### src/hw/rtl/postfix_stack_evaluator_unit_macros.svh
// Assertion macros for the postfix evaluator.
// Included by the top level; needs a clock named clk and a reset named rst in scope.
`ifndef POSTFIX_STACK_EVALUATOR_UNIT_MACROS_SVH
`define POSTFIX_STACK_EVALUATOR_UNIT_MACROS_SVH

// property checked on every edge out of reset
`define PSE_ASSERT(label, prop, msg) \
  label: assert property (@(posedge clk) disable iff (rst) prop) else $error(msg);

// antecedent in one cycle, consequent in the next
`define PSE_ASSERT_NEXT(label, ante, cons, msg) \
  `PSE_ASSERT(label, (ante) |=> (cons), msg)

`endif

### src/hw/rtl/pse_pkg.sv
// Shared types, codes and sizes for the postfix evaluator.
// No dependencies; imported by every module of the block.
package pse_pkg;

  localparam int STACK_DEPTH = 32;
  localparam int DATA_WIDTH  = 32;
  localparam int IO_WIDTH    = 32;
  localparam int DEPTH_W     = $clog2(STACK_DEPTH + 1);
  localparam int ADDR_W      = $clog2(STACK_DEPTH);
  localparam int CNT_W       = $clog2(DATA_WIDTH);

  typedef logic signed [DATA_WIDTH-1:0] data_t;
  typedef logic [DEPTH_W-1:0]           depth_t;
  typedef logic [ADDR_W-1:0]            addr_t;

  typedef enum logic [1:0] {
    REQ_PUSH   = 2'd0,
    REQ_UNARY  = 2'd1,
    REQ_BINARY = 2'd2
  } req_type_e;

  typedef enum logic [3:0] {
    UOP_PLUS = 4'd0,
    UOP_NEG  = 4'd1,
    UOP_NOT  = 4'd2
  } unary_op_e;

  typedef enum logic [3:0] {
    BOP_OR  = 4'd0,
    BOP_AND = 4'd1,
    BOP_LT  = 4'd2,
    BOP_GT  = 4'd3,
    BOP_LE  = 4'd4,
    BOP_GE  = 4'd5,
    BOP_EQ  = 4'd6,
    BOP_NE  = 4'd7,
    BOP_ADD = 4'd8,
    BOP_SUB = 4'd9,
    BOP_MUL = 4'd10,
    BOP_DIV = 4'd11,
    BOP_MOD = 4'd12
  } binary_op_e;

  typedef enum logic [2:0] {
    ERR_NONE      = 3'd0,
    ERR_UNDERFLOW = 3'd1,
    ERR_OVERFLOW  = 3'd2,
    ERR_DIVZERO   = 3'd3,
    ERR_BADOP     = 3'd4,
    ERR_DEPTH     = 3'd5
  } err_code_e;

  typedef enum logic [1:0] {
    S_IDLE,
    S_EXEC,
    S_DIV,
    S_FINISH
  } state_e;

  // what the held token does to the stack
  typedef enum logic [2:0] {
    TK_SKIP,
    TK_FAULT,
    TK_PUSH,
    TK_UNARY,
    TK_BINARY,
    TK_DIVIDE
  } tok_kind_e;

  typedef struct packed {
    logic load_token;
    logic commit;
    logic div_start;
    logic div_write;
    logic emit;
  } ctrl_cmd_t;

  typedef struct packed {
    tok_kind_e kind;
    logic      tok_last;
    logic      div_done;
    logic      out_free;
  } dp_status_t;

endpackage

### src/hw/rtl/pse_ctrl.sv
// Token sequencer for the postfix evaluator.
// Depends on pse_pkg; drives the datapath through ctrl_cmd_t.
module pse_ctrl (
  input  logic                clk,
  input  logic                rst,
  input  logic                in_valid,
  output logic                in_stall,
  input  pse_pkg::dp_status_t status,
  output pse_pkg::ctrl_cmd_t  cmd
);
  import pse_pkg::*;

  state_e state, state_next;

  always_ff @(posedge clk) begin
    if (rst) begin
      state <= S_IDLE;
    end else begin
      state <= state_next;
    end
  end

  always_comb begin
    state_next = state;
    cmd        = '0;
    in_stall   = (state != S_IDLE);
    unique case (state)
      S_IDLE: begin
        if (in_valid) begin
          cmd.load_token = 1'b1;
          state_next     = S_EXEC;
        end
      end
      S_EXEC: begin
        if (status.kind == TK_DIVIDE) begin
          cmd.div_start = 1'b1;
          state_next    = S_DIV;
        end else begin
          cmd.commit = 1'b1;
          state_next = status.tok_last ? S_FINISH : S_IDLE;
        end
      end
      S_DIV: begin
        if (status.div_done) begin
          cmd.div_write = 1'b1;
          state_next    = status.tok_last ? S_FINISH : S_IDLE;
        end
      end
      S_FINISH: begin
        // hold until the output register can take the word
        if (status.out_free) begin
          cmd.emit   = 1'b1;
          state_next = S_IDLE;
        end
      end
      default: state_next = S_IDLE;
    endcase
  end

endmodule

### src/hw/rtl/pse_divider.sv
// Restoring signed divider, one quotient bit per cycle.
// Depends on pse_pkg; used by pse_datapath for div and mod.
module pse_divider (
  input  logic          clk,
  input  logic          rst,
  input  logic          start,
  input  pse_pkg::data_t dividend,
  input  pse_pkg::data_t divisor,
  output logic          done,
  output pse_pkg::data_t quotient,
  output pse_pkg::data_t remainder
);
  import pse_pkg::*;

  logic                  busy;
  logic [CNT_W-1:0]      cnt;
  logic [DATA_WIDTH-1:0] rem;
  logic [DATA_WIDTH-1:0] quo;
  logic [DATA_WIDTH-1:0] udiv;
  logic                  neg_q;
  logic                  neg_r;
  logic [DATA_WIDTH:0]   partial;
  logic [DATA_WIDTH:0]   trial;

  assign partial = {rem, quo[DATA_WIDTH-1]};
  assign trial   = partial - {1'b0, udiv};

  always_ff @(posedge clk) begin
    if (rst) begin
      busy <= 1'b0;
      done <= 1'b0;
    end else begin
      done <= 1'b0;
      if (start) begin
        busy <= 1'b1;
      end else if (busy && cnt == CNT_W'(DATA_WIDTH - 1)) begin
        busy <= 1'b0;
        done <= 1'b1;
      end
    end
  end

  always_ff @(posedge clk) begin
    if (start) begin
      cnt   <= '0;
      rem   <= '0;
      quo   <= dividend[DATA_WIDTH-1] ? -dividend : dividend;
      udiv  <= divisor[DATA_WIDTH-1] ? -divisor : divisor;
      neg_q <= dividend[DATA_WIDTH-1] ^ divisor[DATA_WIDTH-1];
      neg_r <= dividend[DATA_WIDTH-1];
    end else if (busy) begin
      cnt <= cnt + 1'b1;
      if (!trial[DATA_WIDTH]) begin
        rem <= trial[DATA_WIDTH-1:0];
        quo <= {quo[DATA_WIDTH-2:0], 1'b1};
      end else begin
        rem <= partial[DATA_WIDTH-1:0];
        quo <= {quo[DATA_WIDTH-2:0], 1'b0};
      end
    end
  end

  assign quotient  = neg_q ? -quo : quo;
  assign remainder = neg_r ? -rem : rem;

endmodule

### src/hw/rtl/pse_datapath.sv
// Stack, token register, ALU and output register of the postfix evaluator.
// Depends on pse_pkg and pse_divider; commanded by pse_ctrl.
module pse_datapath (
  input  logic                  clk,
  input  logic                  rst,
  input  pse_pkg::ctrl_cmd_t    cmd,
  output pse_pkg::dp_status_t   status,
  input  logic [1:0]            req_type,
  input  logic [3:0]            op_code,
  input  logic signed [31:0]    operand_value,
  input  logic                  last_token,
  output logic                  out_valid,
  input  logic                  out_stall,
  output logic signed [31:0]    result_value,
  output logic [2:0]            error_code
);
  import pse_pkg::*;

  // held token
  logic [1:0]                tok_type;
  logic [3:0]                tok_op;
  logic signed [IO_WIDTH-1:0] tok_value;
  logic                      tok_last;

  // top of stack lives in tos; memory holds entries below it
  data_t                     tos;
  depth_t                    depth;
  err_code_e                 err_latch;
  logic [DATA_WIDTH-1:0]     mem [STACK_DEPTH];
  data_t                     rd_data;
  depth_t                    depth_m1;
  depth_t                    depth_m2;

  tok_kind_e                 kind;
  err_code_e                 tok_err;
  data_t                     un_res;
  data_t                     bin_res;
  data_t                     push_val;
  data_t                     div_q;
  data_t                     div_r;
  logic                      div_done;
  logic                      is_divmod;

  assign depth_m1  = depth - 1'b1;
  assign depth_m2  = depth - DEPTH_W'(2);
  assign push_val  = DATA_WIDTH'(tok_value);
  assign is_divmod = (tok_op == BOP_DIV) || (tok_op == BOP_MOD);

  always_comb begin
    kind    = TK_SKIP;
    tok_err = ERR_NONE;
    if (err_latch == ERR_NONE) begin
      unique case (tok_type)
        REQ_PUSH: begin
          if (depth >= DEPTH_W'(STACK_DEPTH)) begin
            kind    = TK_FAULT;
            tok_err = ERR_OVERFLOW;
          end else begin
            kind = TK_PUSH;
          end
        end
        REQ_UNARY: begin
          if (tok_op > UOP_NOT) begin
            kind    = TK_FAULT;
            tok_err = ERR_BADOP;
          end else if (depth == '0) begin
            kind    = TK_FAULT;
            tok_err = ERR_UNDERFLOW;
          end else begin
            kind = TK_UNARY;
          end
        end
        REQ_BINARY: begin
          if (tok_op > BOP_MOD) begin
            kind    = TK_FAULT;
            tok_err = ERR_BADOP;
          end else if (depth < DEPTH_W'(2)) begin
            kind    = TK_FAULT;
            tok_err = ERR_UNDERFLOW;
          end else if (is_divmod && tos == '0) begin
            // pops both and pushes zero
            kind    = TK_BINARY;
            tok_err = ERR_DIVZERO;
          end else if (is_divmod) begin
            kind = TK_DIVIDE;
          end else begin
            kind = TK_BINARY;
          end
        end
        default: begin
          kind    = TK_FAULT;
          tok_err = ERR_BADOP;
        end
      endcase
    end
  end

  always_comb begin
    unique case (tok_op)
      UOP_NEG: un_res = -tos;
      UOP_NOT: un_res = DATA_WIDTH'(tos == '0);
      default: un_res = tos;
    endcase
  end

  // left operand from memory, right operand in tos
  always_comb begin
    unique case (tok_op)
      BOP_OR:  bin_res = DATA_WIDTH'(rd_data != '0 || tos != '0);
      BOP_AND: bin_res = DATA_WIDTH'(rd_data != '0 && tos != '0);
      BOP_LT:  bin_res = DATA_WIDTH'(rd_data < tos);
      BOP_GT:  bin_res = DATA_WIDTH'(rd_data > tos);
      BOP_LE:  bin_res = DATA_WIDTH'(rd_data <= tos);
      BOP_GE:  bin_res = DATA_WIDTH'(rd_data >= tos);
      BOP_EQ:  bin_res = DATA_WIDTH'(rd_data == tos);
      BOP_NE:  bin_res = DATA_WIDTH'(rd_data != tos);
      BOP_ADD: bin_res = rd_data + tos;
      BOP_SUB: bin_res = rd_data - tos;
      BOP_MUL: bin_res = rd_data * tos;
      default: bin_res = '0;
    endcase
  end

  pse_divider u_div (
    .clk       (clk),
    .rst       (rst),
    .start     (cmd.div_start),
    .dividend  (rd_data),
    .divisor   (tos),
    .done      (div_done),
    .quotient  (div_q),
    .remainder (div_r)
  );

  // stack memory: one write, one registered read at depth - 2
  always_ff @(posedge clk) begin
    if (cmd.commit && kind == TK_PUSH && depth != '0) begin
      mem[depth_m1[ADDR_W-1:0]] <= tos;
    end
    rd_data <= mem[depth_m2[ADDR_W-1:0]];
  end

  always_ff @(posedge clk) begin
    if (rst) begin
      depth     <= '0;
      err_latch <= ERR_NONE;
      out_valid <= 1'b0;
    end else begin
      if (cmd.commit) begin
        if (tok_err != ERR_NONE) begin
          err_latch <= tok_err;
        end
        if (kind == TK_PUSH) begin
          depth <= depth + 1'b1;
        end else if (kind == TK_BINARY) begin
          depth <= depth_m1;
        end
      end
      if (cmd.div_write) begin
        depth <= depth_m1;
      end
      if (cmd.emit) begin
        depth     <= '0;
        err_latch <= ERR_NONE;
        out_valid <= 1'b1;
      end else if (out_valid && !out_stall) begin
        out_valid <= 1'b0;
      end
    end
  end

  always_ff @(posedge clk) begin
    if (cmd.load_token) begin
      tok_type  <= req_type;
      tok_op    <= op_code;
      tok_value <= operand_value;
      tok_last  <= last_token;
    end
    if (cmd.commit) begin
      if (kind == TK_PUSH) begin
        tos <= push_val;
      end else if (kind == TK_UNARY) begin
        tos <= un_res;
      end else if (kind == TK_BINARY) begin
        tos <= bin_res;
      end
    end
    if (cmd.div_write) begin
      tos <= (tok_op == BOP_MOD) ? div_r : div_q;
    end
    if (cmd.emit) begin
      if (err_latch != ERR_NONE) begin
        error_code   <= err_latch;
        result_value <= '0;
      end else if (depth != DEPTH_W'(1)) begin
        error_code   <= ERR_DEPTH;
        result_value <= '0;
      end else begin
        error_code   <= ERR_NONE;
        result_value <= IO_WIDTH'(tos);
      end
    end
  end

  assign status.kind     = kind;
  assign status.tok_last = tok_last;
  assign status.div_done = div_done;
  assign status.out_free = !out_valid || !out_stall;

endmodule

### src/hw/rtl/postfix_stack_evaluator_unit.sv
// Postfix expression evaluator: takes one token word at a time (push a value, or a
// unary or binary operator) and returns one word with the value and an error code
// when the word marked last has been processed. Pushes, unary operators and all
// binary operators but div and mod are accepted and then executed; div and mod with a
// nonzero divisor go through the divider, which retires one quotient bit per cycle.
// After the last token of an expression the output register is loaded, and the
// evaluator waits for it while the output is stalled; a new token can be accepted
// while a result word is still waiting. The top of stack is kept in a register and
// the rest of the stack in a memory with one write and one read port that needs no
// clearing after reset.
module postfix_stack_evaluator_unit (
  input  logic               clk,
  input  logic               rst,
  input  logic               in_valid,
  output logic               in_stall,
  input  logic [1:0]         req_type,
  input  logic [3:0]         op_code,
  input  logic signed [31:0] operand_value,
  input  logic               last_token,
  output logic               out_valid,
  input  logic               out_stall,
  output logic signed [31:0] result_value,
  output logic [2:0]         error_code
);
  import pse_pkg::*;

  `include "postfix_stack_evaluator_unit_macros.svh"

  ctrl_cmd_t  cmd;
  dp_status_t status;

  pse_ctrl u_ctrl (
    .clk      (clk),
    .rst      (rst),
    .in_valid (in_valid),
    .in_stall (in_stall),
    .status   (status),
    .cmd      (cmd)
  );

  pse_datapath u_dp (
    .clk           (clk),
    .rst           (rst),
    .cmd           (cmd),
    .status        (status),
    .req_type      (req_type),
    .op_code       (op_code),
    .operand_value (operand_value),
    .last_token    (last_token),
    .out_valid     (out_valid),
    .out_stall     (out_stall),
    .result_value  (result_value),
    .error_code    (error_code)
  );

  `PSE_ASSERT(a_cmd_onehot, $onehot0(cmd), "more than one datapath command")
  `PSE_ASSERT_NEXT(a_busy_after_accept, in_valid && !in_stall, in_stall, "no stall after accept")
  `PSE_ASSERT_NEXT(a_emit_shows, cmd.emit, out_valid, "emitted result not presented")
  `PSE_ASSERT(a_err_zero, out_valid && error_code != ERR_NONE |-> result_value == '0, "value with error")

endmodule
### config.mk
export PLATFORM = sky130hd
export DESIGN_NAME = postfix_stack_evaluator_unit
export DESIGN_NICKNAME = d
export VERILOG_FILES = /design/src/hw/rtl/pse_pkg.sv /design/src/hw/rtl/pse_ctrl.sv /design/src/hw/rtl/pse_divider.sv /design/src/hw/rtl/pse_datapath.sv /design/src/hw/rtl/postfix_stack_evaluator_unit.sv
export VERILOG_INCLUDE_DIRS = /design/src /design/src/hw/rtl
export SDC_FILE = /design/constraint.sdc
export NUM_CORES = 2
export LEC_CHECK = 0
export ABC_CLOCK_PERIOD_IN_PS = 19200
export BUFFER_PORTS_ARGS = -buffer_cell sky130_fd_sc_hd__buf_4
export CAP_MARGIN = 20
export CORE_MARGIN = 2
export CORE_UTILIZATION = 35
export DETAILED_ROUTE_END_ITERATION = 12
export HOLD_SLACK_MARGIN = 0.02
export REMOVE_ABC_BUFFERS = 1
export SYNTH_ARGS = -nofsm -noshare
export SYNTH_HDL_FRONTEND = slang
export SYNTH_SLANG_ARGS = --single-unit
### constraint.sdc
create_clock -name clk -period 19.2 [get_ports clk]
set_input_delay 0.96 -clock clk [delete_from_list [all_inputs] [get_ports clk]]
set_output_delay 0.96 -clock clk [all_outputs]
set_load 0.02 [all_outputs]
==> impl_metrics.ini <==
[outcome]
status = completed

[floorplanning]
coreArea_um2 = 209200
start_util_pct = 35.10
num_rows = 168
io_pins = 80
dieWidth_um = 462.0
die_area_um2 = 213500
die_h_um = 462.0

[synthesis]
async_flop_share_pct = 0
synth_edf_count = 1196
syn_area_per_cell_um2 = 13.52
yosysTopAreaCell = edfxtp_1
yosys-top-cells-area = edfxtp_1, fa_1, mux4_2
syn_area_um2 = 73420
yosys-top-cells-count = edfxtp_1, inv_1, fa_1, nand2_1, mux4_2
yosysMostFrequentCell = edfxtp_1
ys_warn_count = 0
postSynthCellCount = 5429
yosysTopAreaCellShare_pct = 48.92
ys_ff_latch = 1279
yosysUniqueCellTypes = 81
synth-main-ff-cell = edfxtp_1
yosysSeqAreaShare_pct = 51.18

[timing]
max_freq_mhz = 114.2
finalSetupViolations = 0
finalCriticalPeriod_ps = 8754
worst_pin_slew_ps = 1244
slew_headroom_pct = 16.93
slew_violations = 0
rsz0062_at_grt = false
tns_ps = 0
post-route-period-util_pct = 45.59
fin_ws_ps = 10450
fin_skew_ps = 109.0
hold_violations = 0
whs_ps = 344.9

[critical_path]
crit_fanout = 49
worstSetupStartpointType = register
cp_data_arrival_time_ps = 9220
cp.required_ps = 19670
crit_type = register to register
crit_path_end_kind = register

[cts]
clk_latency_ps = 830
htreeDepth = 4
cts_tree = built
cts_resized = 0
cts_buffers = 135
clockBufferDepth = 3
post-cts-setup-buffers = 0
holdBufCountCts = 0
root_buffer = clkbuf_16
clk_transition_reported_paths_ps = 60
clock_sinks = 1279

[layout]
finalNetCount = 6205
drive_above_1_share_pct = 15.11
area_delta_synth_final_pct = 12.31

[global_routing]
grt_pass1_vias = 48180
grt_overflow = 0
antenna_found_initial = 10
grt_max_degree = 129
grt_pass1_wl_um = 329900
grt.total_usage_pct = 21.19

[route]
wirelength_um = 226900
drt_first_pass_iters = 6
num_vias = 46690
viasPerCell = 5.550
drc = 0
wl_per_cell_um = 26.97
drt_iter0_drc = 5076
final_antenna_net_count = 0

[placement]
port_buffers = 79
gp_congestion = 0.9203
dp_hpwl_um = 139600
pre_cts_ws_ps = 10480

[hold_path]
hold_path.class = input port to register

[job]
cap_violations = 0
-- layout by cell type (no fill, tap or decap), drive strengths merged, types with 22 or more instances in the layout --
cell    instances
xor2           91
a21oi         181
mux4          320
a211oi         25
buf           216
and2          307
nor3           90
and3           23
o21ai         202
mux2           34
mux2i          43
nand3          41
edfxtp       1196
clkinv         52
nand2b         29
a21o           22
a31oi          23
xnor2         196
o22ai          25
fa            411
inv           546
nand2         380
nor2b          25
o31ai          47
clkbuf        184
nor2          245
dfxtp          83
or3            24
ha            260
-- final cells by class --
type / instances / area [um^2]
Inverter: 546 / 2049
Antenna cell: 4 / 10.01
Timing Repair Buffer: 217 / 1659
Clock inverter: 66 / 882.1
Clock buffer: 184 / 3757
Fill cell: 19480 / 126700
Tap cell: 2805 / 3510
Multi-Input combinational cell: 3312 / 33010
Sequential cell: 1279 / 37580
-- layer usage --
| metal | GRT usage, % | part of all wire, % | wire (um) |
|---|---|---|---|
| met5 | 0 | 0.0057 | 13 |
| met2 | 33.82 | 46 | 104600 |
| met1 | 28.55 | 41 | 93230 |
| met3 | 3.966 | 8.5 | 19170 |
| met4 | 8.396 | 4.3 | 9840 |
-- logic make-up after synthesis --
group	after synthesis	share of synthesized area, %
AOI/OAI and AO/OA	698	6.002
xor gates and xnor gates	287	3.424
adders and majority gates	672	15.65
buffers and inverters	838	4.318
DFF	1279	51.18
muxes	397	10.92
and+or+nand+nor	1258	8.504
-- critical path: stages, from the launching register on --
cell and delay [ps]:
edfxtp_1 740, buf_4 690, and2_1 220, ha_1 240, fa_1 550, inv_1 50, fa_1 460, fa_1 550
inv_1 50, fa_1 510, inv_1 70, fa_1 540, inv_1 50, fa_1 500, fa_1 410, ha_1 360
a21o_1 210, a211oi_1 230, a31oi_1 190, a221o_1 440, a21oi_1 200, nor2b_1 60, o311ai_0 720, o2111a_1 320
a211oi_1 50
-- state kept, by name, indices dropped and copies added (netlist names), 3 cells and up --
signal / count
u_dp.tok_op: 4
u_dp.u_div.udiv: 32
u_dp.err_latch: 3
u_dp.u_div.rem: 32
u_dp.u_div.cnt: 5
u_dp.u_div.quo: 32
u_dp.rd_data: 32
u_dp.depth: 6
u_dp.mem: 1024
u_dp.push_val: 32
u_dp.result_value: 32
u_dp.error_code: 3
u_dp.tos: 32
-- stage by stage --
| step | instances | cell area, um^2 | util (%) |
|---|---|---|---|
| floorplan | 5137 | 72300 | - |
| global placement | 8157 | 77780 | 37.19 |
| detailed placement | 8157 | 77780 | 37.19 |
| CTS | 8407 | 82420 | 39.41 |
| global route | 8409 | 82450 | 39.42 |
| finish | 8413 | 82460 | 39.43 |
-- final timing paths --
| check | from | to | slack, ps | cells past startpoint |
|---|---|---|---|---|
| max reg2reg | u_dp.tos[1]$_DFFE_PP_ | u_dp.tos[28]$_DFFE_PP_ | 10450 | 24 |
| min reg2reg | u_dp.err_latch[1]$_SDFFE_PP0P_ | u_dp.error_code[1]$_SDFFCE_PN0P_ | 480 | 0 |
| min | operand_value[9] | u_dp.push_val[9]$_DFFE_PP_ | 340 | 1 |
| max | u_dp.tos[1]$_DFFE_PP_ | u_dp.tos[28]$_DFFE_PP_ | 10450 | 24 |
Power is not shown: default switching activity piles up to over one toggle a cycle in this logic, so the estimate is an artifact.
